## config.mk

```make
export PLATFORM = sky130hd
export DESIGN_NAME = modbus_read_register_master
export DESIGN_NICKNAME = d
export VERILOG_FILES = /design/src/mrrm_pkg.sv /design/src/mrrm_front.sv /design/src/mrrm_back.sv /design/src/modbus_read_register_master.sv
export SDC_FILE = /design/constraint.sdc
export NUM_CORES = 1
export LEC_CHECK = 0
export BUFFER_PORTS_ARGS = -buffer_cell sky130_fd_sc_hd__buf_2
export CAP_MARGIN = 20
export CORE_ASPECT_RATIO = 0.6
export CORE_MARGIN = 8
export CORE_UTILIZATION = 25
export CTS_CLUSTER_DIAMETER = 200
export DETAILED_ROUTE_END_ITERATION = 6
export SLEW_MARGIN = 20
export SYNTH_ARGS = -nofsm -noshare
export SYNTH_HDL_FRONTEND = slang
export SYNTH_SLANG_ARGS = --single-unit
```

## constraint.sdc

```tcl
create_clock -name clk_i -period 4.7 [get_ports clk_i]
set_input_delay 0.705 -clock clk_i [delete_from_list [all_inputs] [get_ports clk_i]]
set_output_delay 0.705 -clock clk_i [all_outputs]
set_load 0.01 [all_outputs]
```

## src/mrrm_pkg.sv

```systemverilog
// Shared types, constants and frame helper for the Modbus read-register master.
package mrrm_pkg;

  // Input kinds carried in tuser
  localparam logic KIND_START = 1'b0;
  localparam logic KIND_RX    = 1'b1;

  // Result kinds carried in tuser
  typedef enum logic {
    RK_TX      = 1'b0,
    RK_READING = 1'b1
  } mrrm_rkind_e;

  // Classified operation held in the queue
  typedef enum logic {
    OP_START = 1'b0,
    OP_RX    = 1'b1
  } mrrm_op_e;

  // Back-end sequencer states
  typedef enum logic [1:0] {
    ST_IDLE,
    ST_CRC,
    ST_SEND
  } mrrm_state_e;

  // Register indexes on the config port
  localparam logic CFG_SLAVE_ADDR = 1'b0;
  localparam logic CFG_REG_ADDR   = 1'b1;

  // Protocol constants
  localparam logic [15:0] CRC_INIT      = 16'hFFFF;
  localparam logic [15:0] CRC_POLY      = 16'hA001;
  localparam logic [7:0]  FUNC_READ_HR  = 8'h03;
  localparam logic [15:0] READ_COUNT    = 16'h0001;
  localparam logic [7:0]  REPLY_NBYTES  = 8'h02;
  localparam logic [2:0]  CRC_LAST_BYTE = 3'd5;
  localparam logic [2:0]  FRAME_LAST    = 3'd7;

  localparam int unsigned QUEUE_DEPTH = 2;

  typedef struct packed {
    mrrm_op_e   op;
    logic [7:0] data;
  } mrrm_entry_t;

  // Head of the queue as seen by the back end
  typedef struct packed {
    logic        valid;
    mrrm_entry_t entry;
  } mrrm_head_t;

  // Request frame byte at a given position
  function automatic logic [7:0] frame_byte(input logic [2:0]  idx,
                                            input logic [7:0]  slave,
                                            input logic [15:0] reg_addr,
                                            input logic [15:0] crc);
    logic [7:0] b;
    case (idx)
      3'd0:    b = slave;
      3'd1:    b = FUNC_READ_HR;
      3'd2:    b = reg_addr[15:8];
      3'd3:    b = reg_addr[7:0];
      3'd4:    b = READ_COUNT[15:8];
      3'd5:    b = READ_COUNT[7:0];
      3'd6:    b = crc[7:0];
      default: b = crc[15:8];
    endcase
    return b;
  endfunction

endpackage

```

## src/mrrm_front.sv

```systemverilog
// Front end: accepts input beats, classifies them and queues them for the back end.
module mrrm_front import mrrm_pkg::*; (
  input  logic       clk_i,
  input  logic       rst_ni,
  input  logic       s_tvalid_i,
  output logic       s_tready_o,
  input  logic       s_tuser_i,   // kind
  input  logic [7:0] s_tdata_i,   // rx_byte
  input  logic       pop_i,
  output mrrm_head_t head_o
);

  localparam int unsigned PtrW = $clog2(QUEUE_DEPTH);
  localparam int unsigned CntW = $clog2(QUEUE_DEPTH + 1);

  mrrm_entry_t          mem_q [QUEUE_DEPTH];
  logic [PtrW-1:0]      wr_ptr_q, wr_ptr_d;
  logic [PtrW-1:0]      rd_ptr_q, rd_ptr_d;
  logic [CntW-1:0]      fill_q, fill_d;
  logic                 push;
  mrrm_entry_t          new_entry;

  // Classify the incoming beat
  always_comb begin
    new_entry.op   = (s_tuser_i == KIND_RX) ? OP_RX : OP_START;
    new_entry.data = s_tdata_i;
  end

  assign s_tready_o   = (fill_q != CntW'(QUEUE_DEPTH));
  assign push         = s_tvalid_i && s_tready_o;
  assign head_o.valid = (fill_q != '0);
  assign head_o.entry = mem_q[rd_ptr_q];

  // Queue pointers and fill level
  always_comb begin
    wr_ptr_d = push  ? wr_ptr_q + PtrW'(1) : wr_ptr_q;
    rd_ptr_d = pop_i ? rd_ptr_q + PtrW'(1) : rd_ptr_q;
    fill_d   = fill_q;
    if (push && !pop_i) begin
      fill_d = fill_q + CntW'(1);
    end else if (!push && pop_i) begin
      fill_d = fill_q - CntW'(1);
    end
  end

  always_ff @(posedge clk_i or negedge rst_ni) begin
    if (!rst_ni) begin
      wr_ptr_q <= '0;
      rd_ptr_q <= '0;
      fill_q   <= '0;
    end else begin
      wr_ptr_q <= wr_ptr_d;
      rd_ptr_q <= rd_ptr_d;
      fill_q   <= fill_d;
    end
  end

  // Queue storage
  always_ff @(posedge clk_i) begin
    if (push) begin
      mem_q[wr_ptr_q] <= new_entry;
    end
  end

`ifndef SYNTHESIS
  // Back end never pops an empty queue
  assert property (@(posedge clk_i) disable iff (!rst_ni) pop_i |-> head_o.valid)
    else $error("pop from empty queue");
`endif

endmodule

```

## src/mrrm_back.sv

```systemverilog
// Back end: builds request frames with a bit-serial CRC and parses reply bytes.
module mrrm_back import mrrm_pkg::*; #(
  parameter int unsigned REPLY_LENGTH = 8
) (
  input  logic        clk_i,
  input  logic        rst_ni,
  input  logic        cfg_we_i,
  input  logic        cfg_index_i,
  input  logic [15:0] cfg_data_i,
  input  mrrm_head_t  head_i,
  output logic        pop_o,
  output logic        m_tvalid_o,
  input  logic        m_tready_i,
  output logic        m_tuser_o,
  output logic        m_tlast_o,
  output logic [31:0] m_tdata_o
);

  localparam int unsigned CntW = $clog2(REPLY_LENGTH);
  localparam logic [CntW-1:0] LastCnt = CntW'(REPLY_LENGTH - 1);

  mrrm_state_e     state_q, state_d;
  logic [2:0]      idx_q, idx_d;
  logic [2:0]      bit_q, bit_d;
  logic [15:0]     crc_q, crc_d;
  logic            awaiting_q, awaiting_d;
  logic [CntW-1:0] cnt_q, cnt_d;
  logic            hdr_ok_q, hdr_ok_d;
  logic [7:0]      val_hi_q, val_hi_d;
  logic [15:0]     new_val_q, new_val_d;
  logic [15:0]     last_good_q, last_good_d;
  logic [7:0]      slave_q;
  logic [15:0]     reg_addr_q;

  logic            o_valid_q, o_valid_d;
  mrrm_rkind_e     o_kind_q, o_kind_d;
  logic [7:0]      o_tx_q, o_tx_d;
  logic            o_last_q, o_last_d;
  logic [15:0]     o_rd_q, o_rd_d;
  logic            o_rv_q, o_rv_d;

  logic            slot_free;
  logic            rx_pop;
  logic [15:0]     crc_in;
  logic [7:0]      cur_byte;

  assign slot_free = !o_valid_q || m_tready_i;
  assign cur_byte  = frame_byte(idx_q, slave_q, reg_addr_q, crc_q);
  assign rx_pop    = pop_o && (head_i.entry.op == OP_RX);

  // Take an item only when idle and the output slot can take a reading
  assign pop_o = (state_q == ST_IDLE) && head_i.valid && slot_free;

  // Next state
  always_comb begin
    state_d = state_q;
    case (state_q)
      ST_IDLE: begin
        if (pop_o && head_i.entry.op == OP_START) state_d = ST_CRC;
      end
      ST_CRC: begin
        if (idx_q == CRC_LAST_BYTE && bit_q == 3'd7) state_d = ST_SEND;
      end
      ST_SEND: begin
        if (slot_free && idx_q == FRAME_LAST) state_d = ST_IDLE;
      end
      default: state_d = ST_IDLE;
    endcase
  end

  // Datapath and output register
  always_comb begin
    idx_d       = idx_q;
    bit_d       = bit_q;
    crc_d       = crc_q;
    awaiting_d  = awaiting_q;
    cnt_d       = cnt_q;
    hdr_ok_d    = hdr_ok_q;
    val_hi_d    = val_hi_q;
    new_val_d   = new_val_q;
    last_good_d = last_good_q;
    o_valid_d   = slot_free ? 1'b0 : o_valid_q;
    o_kind_d    = o_kind_q;
    o_tx_d      = o_tx_q;
    o_last_d    = o_last_q;
    o_rd_d      = o_rd_q;
    o_rv_d      = o_rv_q;
    crc_in      = (bit_q == 3'd0) ? (crc_q ^ {8'h00, cur_byte}) : crc_q;

    case (state_q)
      ST_IDLE: begin
        if (pop_o && head_i.entry.op == OP_START) begin
          // start: restart reply collection and CRC
          idx_d      = '0;
          bit_d      = '0;
          crc_d      = CRC_INIT;
          awaiting_d = 1'b1;
          cnt_d      = '0;
          hdr_ok_d   = 1'b1;
        end else if (rx_pop && awaiting_q) begin
          // reply byte: header check and value capture
          case (cnt_q)
            CntW'(0): if (head_i.entry.data != slave_q)      hdr_ok_d = 1'b0;
            CntW'(1): if (head_i.entry.data != FUNC_READ_HR) hdr_ok_d = 1'b0;
            CntW'(2): if (head_i.entry.data != REPLY_NBYTES) hdr_ok_d = 1'b0;
            CntW'(3): val_hi_d = head_i.entry.data;
            CntW'(4): new_val_d = {val_hi_q, head_i.entry.data};
            default: ;
          endcase
          if (cnt_q == LastCnt) begin
            awaiting_d = 1'b0;
            cnt_d      = '0;
            hdr_ok_d   = 1'b1;
            o_valid_d  = 1'b1;
            o_kind_d   = RK_READING;
            o_tx_d     = '0;
            o_last_d   = 1'b0;
            if (hdr_ok_q) begin
              last_good_d = new_val_d;
              o_rd_d      = new_val_d;
              o_rv_d      = 1'b1;
            end else begin
              o_rd_d = last_good_q;
              o_rv_d = 1'b0;
            end
          end else begin
            cnt_d = cnt_q + CntW'(1);
          end
        end
      end
      ST_CRC: begin
        // one shift of the reflected CRC per cycle
        crc_d = crc_in[0] ? ((crc_in >> 1) ^ CRC_POLY) : (crc_in >> 1);
        bit_d = bit_q + 3'd1;
        if (bit_q == 3'd7) begin
          idx_d = (idx_q == CRC_LAST_BYTE) ? 3'd0 : idx_q + 3'd1;
        end
      end
      ST_SEND: begin
        if (slot_free) begin
          o_valid_d = 1'b1;
          o_kind_d  = RK_TX;
          o_tx_d    = cur_byte;
          o_last_d  = (idx_q == FRAME_LAST);
          o_rd_d    = '0;
          o_rv_d    = 1'b0;
          idx_d     = idx_q + 3'd1;
        end
      end
      default: ;
    endcase
  end

  // Control and state registers
  always_ff @(posedge clk_i or negedge rst_ni) begin
    if (!rst_ni) begin
      state_q     <= ST_IDLE;
      idx_q       <= '0;
      bit_q       <= '0;
      crc_q       <= CRC_INIT;
      awaiting_q  <= 1'b0;
      cnt_q       <= '0;
      hdr_ok_q    <= 1'b1;
      val_hi_q    <= '0;
      new_val_q   <= '0;
      last_good_q <= '0;
      o_valid_q   <= 1'b0;
    end else begin
      state_q     <= state_d;
      idx_q       <= idx_d;
      bit_q       <= bit_d;
      crc_q       <= crc_d;
      awaiting_q  <= awaiting_d;
      cnt_q       <= cnt_d;
      hdr_ok_q    <= hdr_ok_d;
      val_hi_q    <= val_hi_d;
      new_val_q   <= new_val_d;
      last_good_q <= last_good_d;
      o_valid_q   <= o_valid_d;
    end
  end

  // Config registers
  always_ff @(posedge clk_i or negedge rst_ni) begin
    if (!rst_ni) begin
      slave_q    <= 8'd1;
      reg_addr_q <= 16'd261;
    end else if (cfg_we_i) begin
      if (cfg_index_i == CFG_SLAVE_ADDR) slave_q    <= cfg_data_i[7:0];
      if (cfg_index_i == CFG_REG_ADDR)   reg_addr_q <= cfg_data_i;
    end
  end

  // Output payload
  always_ff @(posedge clk_i) begin
    o_kind_q <= o_kind_d;
    o_tx_q   <= o_tx_d;
    o_last_q <= o_last_d;
    o_rd_q   <= o_rd_d;
    o_rv_q   <= o_rv_d;
  end

  assign m_tvalid_o = o_valid_q;
  assign m_tuser_o  = o_kind_q;
  assign m_tlast_o  = o_last_q;
  assign m_tdata_o  = {7'd0, o_rv_q, o_rd_q, o_tx_q};

`ifndef SYNTHESIS
  // Frame transmission only follows a start, which arms reply collection
  assert property (@(posedge clk_i) disable iff (!rst_ni)
    (state_q == ST_SEND) |-> awaiting_q)
    else $error("sending frame without pending reply");
  // Reply counter rests at zero outside a transaction
  assert property (@(posedge clk_i) disable iff (!rst_ni)
    !awaiting_q |-> (cnt_q == '0))
    else $error("reply count nonzero while not awaiting");
  // Last flag only on transmit beats
  assert property (@(posedge clk_i) disable iff (!rst_ni)
    (o_valid_q && o_last_q) |-> (o_kind_q == RK_TX))
    else $error("last flag on a reading beat");
  // A finished CRC pass always enters the send phase
  assert property (@(posedge clk_i) disable iff (!rst_ni)
    (state_q == ST_CRC && idx_q == CRC_LAST_BYTE && bit_q == 3'd7) |=> (state_q == ST_SEND))
    else $error("CRC pass did not hand over to send");
`endif

endmodule

```

## src/modbus_read_register_master.sv

```systemverilog
// Top level of the Modbus RTU master that reads one holding register.
//
//  channel  | dir | handshake           | payload
//  s_axis   | in  | tvalid/tready       | tuser=kind, tdata[7:0]=rx_byte
//  m_axis   | out | tvalid/tready/tlast | tuser=result_kind, tdata=tx_byte/reading/valid
//  cfg      | in  | we, no wait         | index 0 slave_address, 1 register_address
//
// A start beat is popped, then the bit-serial CRC runs over six bytes (one shift per cycle)
// and the eight frame bytes are sent one by one as the output register frees.
// A received byte is handled when popped; a reading leaves on the last reply byte.
// A two-beat queue separates input acceptance from the back end; the output register
// takes a new beat in the same cycle the previous one is taken.
// Reset is asynchronous, active low; no clearing pass is needed.
module modbus_read_register_master import mrrm_pkg::*; #(
  parameter int unsigned REPLY_LENGTH = 8
) (
  input  logic        clk_i,
  input  logic        rst_ni,
  // config write port
  input  logic        cfg_we_i,
  input  logic        cfg_index_i,
  input  logic [15:0] cfg_data_i,
  // input stream
  input  logic        s_axis_tvalid_i,
  output logic        s_axis_tready_o,
  input  logic        s_axis_tuser_i,   // kind
  input  logic [7:0]  s_axis_tdata_i,   // [7:0] rx_byte
  // output stream
  output logic        m_axis_tvalid_o,
  input  logic        m_axis_tready_i,
  output logic        m_axis_tuser_o,   // result_kind
  output logic        m_axis_tlast_o,   // last_byte
  output logic [31:0] m_axis_tdata_o    // [7:0] tx_byte, [23:8] reading, [24] reading_valid
);

  mrrm_head_t head;
  logic       pop;

  mrrm_front u_front (
    .clk_i      (clk_i),
    .rst_ni     (rst_ni),
    .s_tvalid_i (s_axis_tvalid_i),
    .s_tready_o (s_axis_tready_o),
    .s_tuser_i  (s_axis_tuser_i),
    .s_tdata_i  (s_axis_tdata_i),
    .pop_i      (pop),
    .head_o     (head)
  );

  mrrm_back #(
    .REPLY_LENGTH (REPLY_LENGTH)
  ) u_back (
    .clk_i       (clk_i),
    .rst_ni      (rst_ni),
    .cfg_we_i    (cfg_we_i),
    .cfg_index_i (cfg_index_i),
    .cfg_data_i  (cfg_data_i),
    .head_i      (head),
    .pop_o       (pop),
    .m_tvalid_o  (m_axis_tvalid_o),
    .m_tready_i  (m_axis_tready_i),
    .m_tuser_o   (m_axis_tuser_o),
    .m_tlast_o   (m_axis_tlast_o),
    .m_tdata_o   (m_axis_tdata_o)
  );

endmodule

```

==> qor.csv <==
stage,metric,value,unit
route,post-route-drc-count,0,
synth,yosysWarnings,0,
timing,setup_viol,0,
synth,yosysSeqAreaShare,0.575,
placed_design,dpl.hpwl,11900,um
grt,grt.total_usage,0.104,
clocking,insertion_delay,0.42,ns
clocking,numCtsBuffers,17,
setup_path,required,4.82,ns
timing,setup_tns,0,ns
synth,synthTopCellsByArea,"dfrtp_1 (29%), edfxtp_1 (20%), mux2_2 (9.0%), dfstp_2 (8.3%), mux2i_1 (4.4%)",
timing,min_period_over_period,0.716,
grt,antenna_found_initial,1,
final_layout,diodes,0,
die,dieArea,32300,um2
route,drtAntennaViolNets,0,
synth,synth_edf_count,45,
synth,syn_area,6660,um2
power_and_ir_drop,powerDensity,586,nW/um2
setup_path,worstPathMaxFanout,24,
final_layout,num-fill-cells,2700,
timing,relSlewSlack,0.328,
final_layout,final_nets,669,
die,fp.coreArea,26300,um2
synth,yosys.area_share.simple,0.0915,
setup_path,reg2reg_from,u_back.state_q[0],
outcome,status,completed,
final_layout,syn_to_final_growth,18.0,%
grt,grt_pass1_wl,26000,um
clocking,cts_tree,yes,
timing,rsz0062_at_grt,no,
clocking,cts-root-buf,clkbuf_16,
die,initial_utilization,0.253,
synth,synth-async-reset-ratio,0.685,
synth,yosys-mux-area-fraction,0.138,
die,rows,46,
die,pin_count,67,
timing,max_freq,0.297,GHz
grt,first_global_vias,4347,
final_layout,regArea,3830,um2
synth,synth_flop_cell,dfrtp_1,
setup_path,setup.worst_path.start_class,register,
timing,maxSlewViolCount,0,
timing,worst_slew_pin_slew,1.01,ns
grt,grt_start_max_net_pins,75,
clocking,cts.sinks,143,
power_and_ir_drop,power.leakage,0.00337,uW
final_layout,multi_input_area,2590,um2
placed_design,post_dp_cell_area,7290,um2
route,via_count,4263,
clocking,holdBufCountCts,0,
synth,synth_compound_area_frac,0.0864,
clocking,post_cts_buffers,0,
setup_path,critPathKind,reg2reg,
synth,synthCells,563,
synth,yosysTopAreaCellShare,0.289,
synth,yosys-top-cells-count,"dfrtp_1 (77), nor2_1 (65), mux2_2 (53)",
route,vias_per_cell,4.30,
placed_design,place_ws,1.29,ns
synth,synth.most_common_cell,dfrtp_1,
setup_path,r2r_cells,6,
timing,min_period,3.37,ns
synth,synthAdderAreaFrac,0.0376,
route,wire_per_inst,16.4,um
synth,synth-seq-cells,143,
timing,hold_violations,0,
route,wirelength,16200,um
hold_path,holdCritPathClass,in2async,
route,drt_iter0_drc,415,
clocking,cts_resized,0,
setup_path,worstReg2RegEnd,u_back.o_rd_q[10],
setup_path,r2r_setup_slack,1.33,ns
timing,fin_skew,0.00945,ns
route,drt_pass1_iterations,5,
die,die_h,142,um
clocking,clkTransAtPathRegs,0.07,ns
placed_design,io_buffer_count,59,
synth,syn_area_per_cell,11.8,um2
timing,worst_slack,1.33,ns
clocking,clockBufferDepth,2,
grt,grt.overflow.total,0,
clocking,cts_max_level,4,
synth,yosys.area.top_type,dfrtp_1,
power_and_ir_drop,ir_worst_vdd,0.312,mV
die,die_w,227,um
final_layout,design_area,7860,um2
final_layout,drive_gt1_frac,0.277,
synth,synth.distinct_cells,50,
setup_path,critPathCaptureType,register,
synth,synth_top_family_by_area,multiplexers,
synth,synthXorXnorAreaFrac,0.0302,
placed_design,globalplace.congestion,0.780,
setup_path,arrival,3.49,ns
run,drv_cap,0,
==> critical path, stage by stage, from the launching register on <==
cell,delay (ns)
dfrtp_1,0.42
inv_1,0.09
ha_1,0.76
inv_1,0.41
o21ai_0,0.24
and3_1,0.79
buf_4,0.33
==> cell type report <==
| cell class | count | share of cell area |
|---|---|---|
| Clock buffer | 17 | 0.0541 |
| Clock inverter | 15 | 0.0189 |
| Inverter | 24 | 0.0115 |
| Multi-Input combinational cell | 369 | 0.329 |
| Sequential cell | 143 | 0.487 |
| Tap cell | 360 | 0.0573 |
| Timing Repair Buffer | 63 | 0.0422 |
==> cell families after synthesis <==
| family | Yosys count |
|---|---|
| xor+xnor | 23 |
| compound gates | 96 |
| flops | 143 |
| buf+inv | 57 |
| mux | 84 |
| fa+ha+maj | 20 |
| simple gates | 139 |
| other cells | 1 |
==> sequential cells by signal (all words and copies together), names as in the netlist, 8 cells and up <==
register / cells
u_back.new_val_q: 16
u_back.slave_q: 8
u_back.reg_addr_q: 16
u_back.val_hi_q: 8
u_back.last_good_q: 16
u_back.crc_q: 16
u_front.mem_q: 18
u_back.o_rd_q: 16
u_back.o_tx_q: 8
==> report_power, final <==
part | internal (uW) | switching [uW] | total [uW]
combinational | 576 | 890 | 1470
sequential | 1610 | 212 | 1820
clock | 745 | 575 | 1320
total | 2930 | 1680 | 4610
==> routing by layer <==
layer  track usage  wire length, um  up-vias
li1              -                -     2066
met1         0.160             8720     2072
met2         0.138             6440      107
met3        0.0305              887       16
met4        0.0271              151        2
met5             0               10        -
==> stage by stage <==
stage          instances  total power, uW  hold WS, ns  utilization
2_1_floorplan        569             2860        0.409            -
3_3_place_gp         959             3280        0.463        0.277
3_5_place_dp         959             3300        0.472        0.277
4_1_cts              991             4640        0.464        0.299
5_1_grt              991             4890        0.371        0.299
6_report             991             4610        0.319        0.299
==> cell usage in the layout, fill, tap and decap left out, drive strengths merged, types with 11 or more instances in the layout <==
master,count
o21ai,38
clkbuf,17
edfxtp,45
dfstp,21
xnor2,14
dfrtp,77
mux2i,30
a21oi,28
a211oi,11
nor2,66
ha,20
buf,63
inv,32
nand2,45
mux2,54
==> how the worst max path moves through the flow <==
stage / from / to / cells past startpoint
2_1_floorplan: u_back.state_q[0] / u_back.m_tlast_o / 8
3_3_place_gp: u_back.state_q[0] / u_back.o_rd_q[9] / 6
3_5_place_dp: u_back.state_q[0] / u_back.o_rd_q[10] / 6
4_1_cts: u_back.state_q[0] / u_back.o_rd_q[10] / 6
5_1_grt: u_back.state_q[0] / u_back.o_rv_q / 6
6_report: u_back.state_q[0] / u_back.o_rd_q[10] / 6
(Power assumes the default switching activity.)
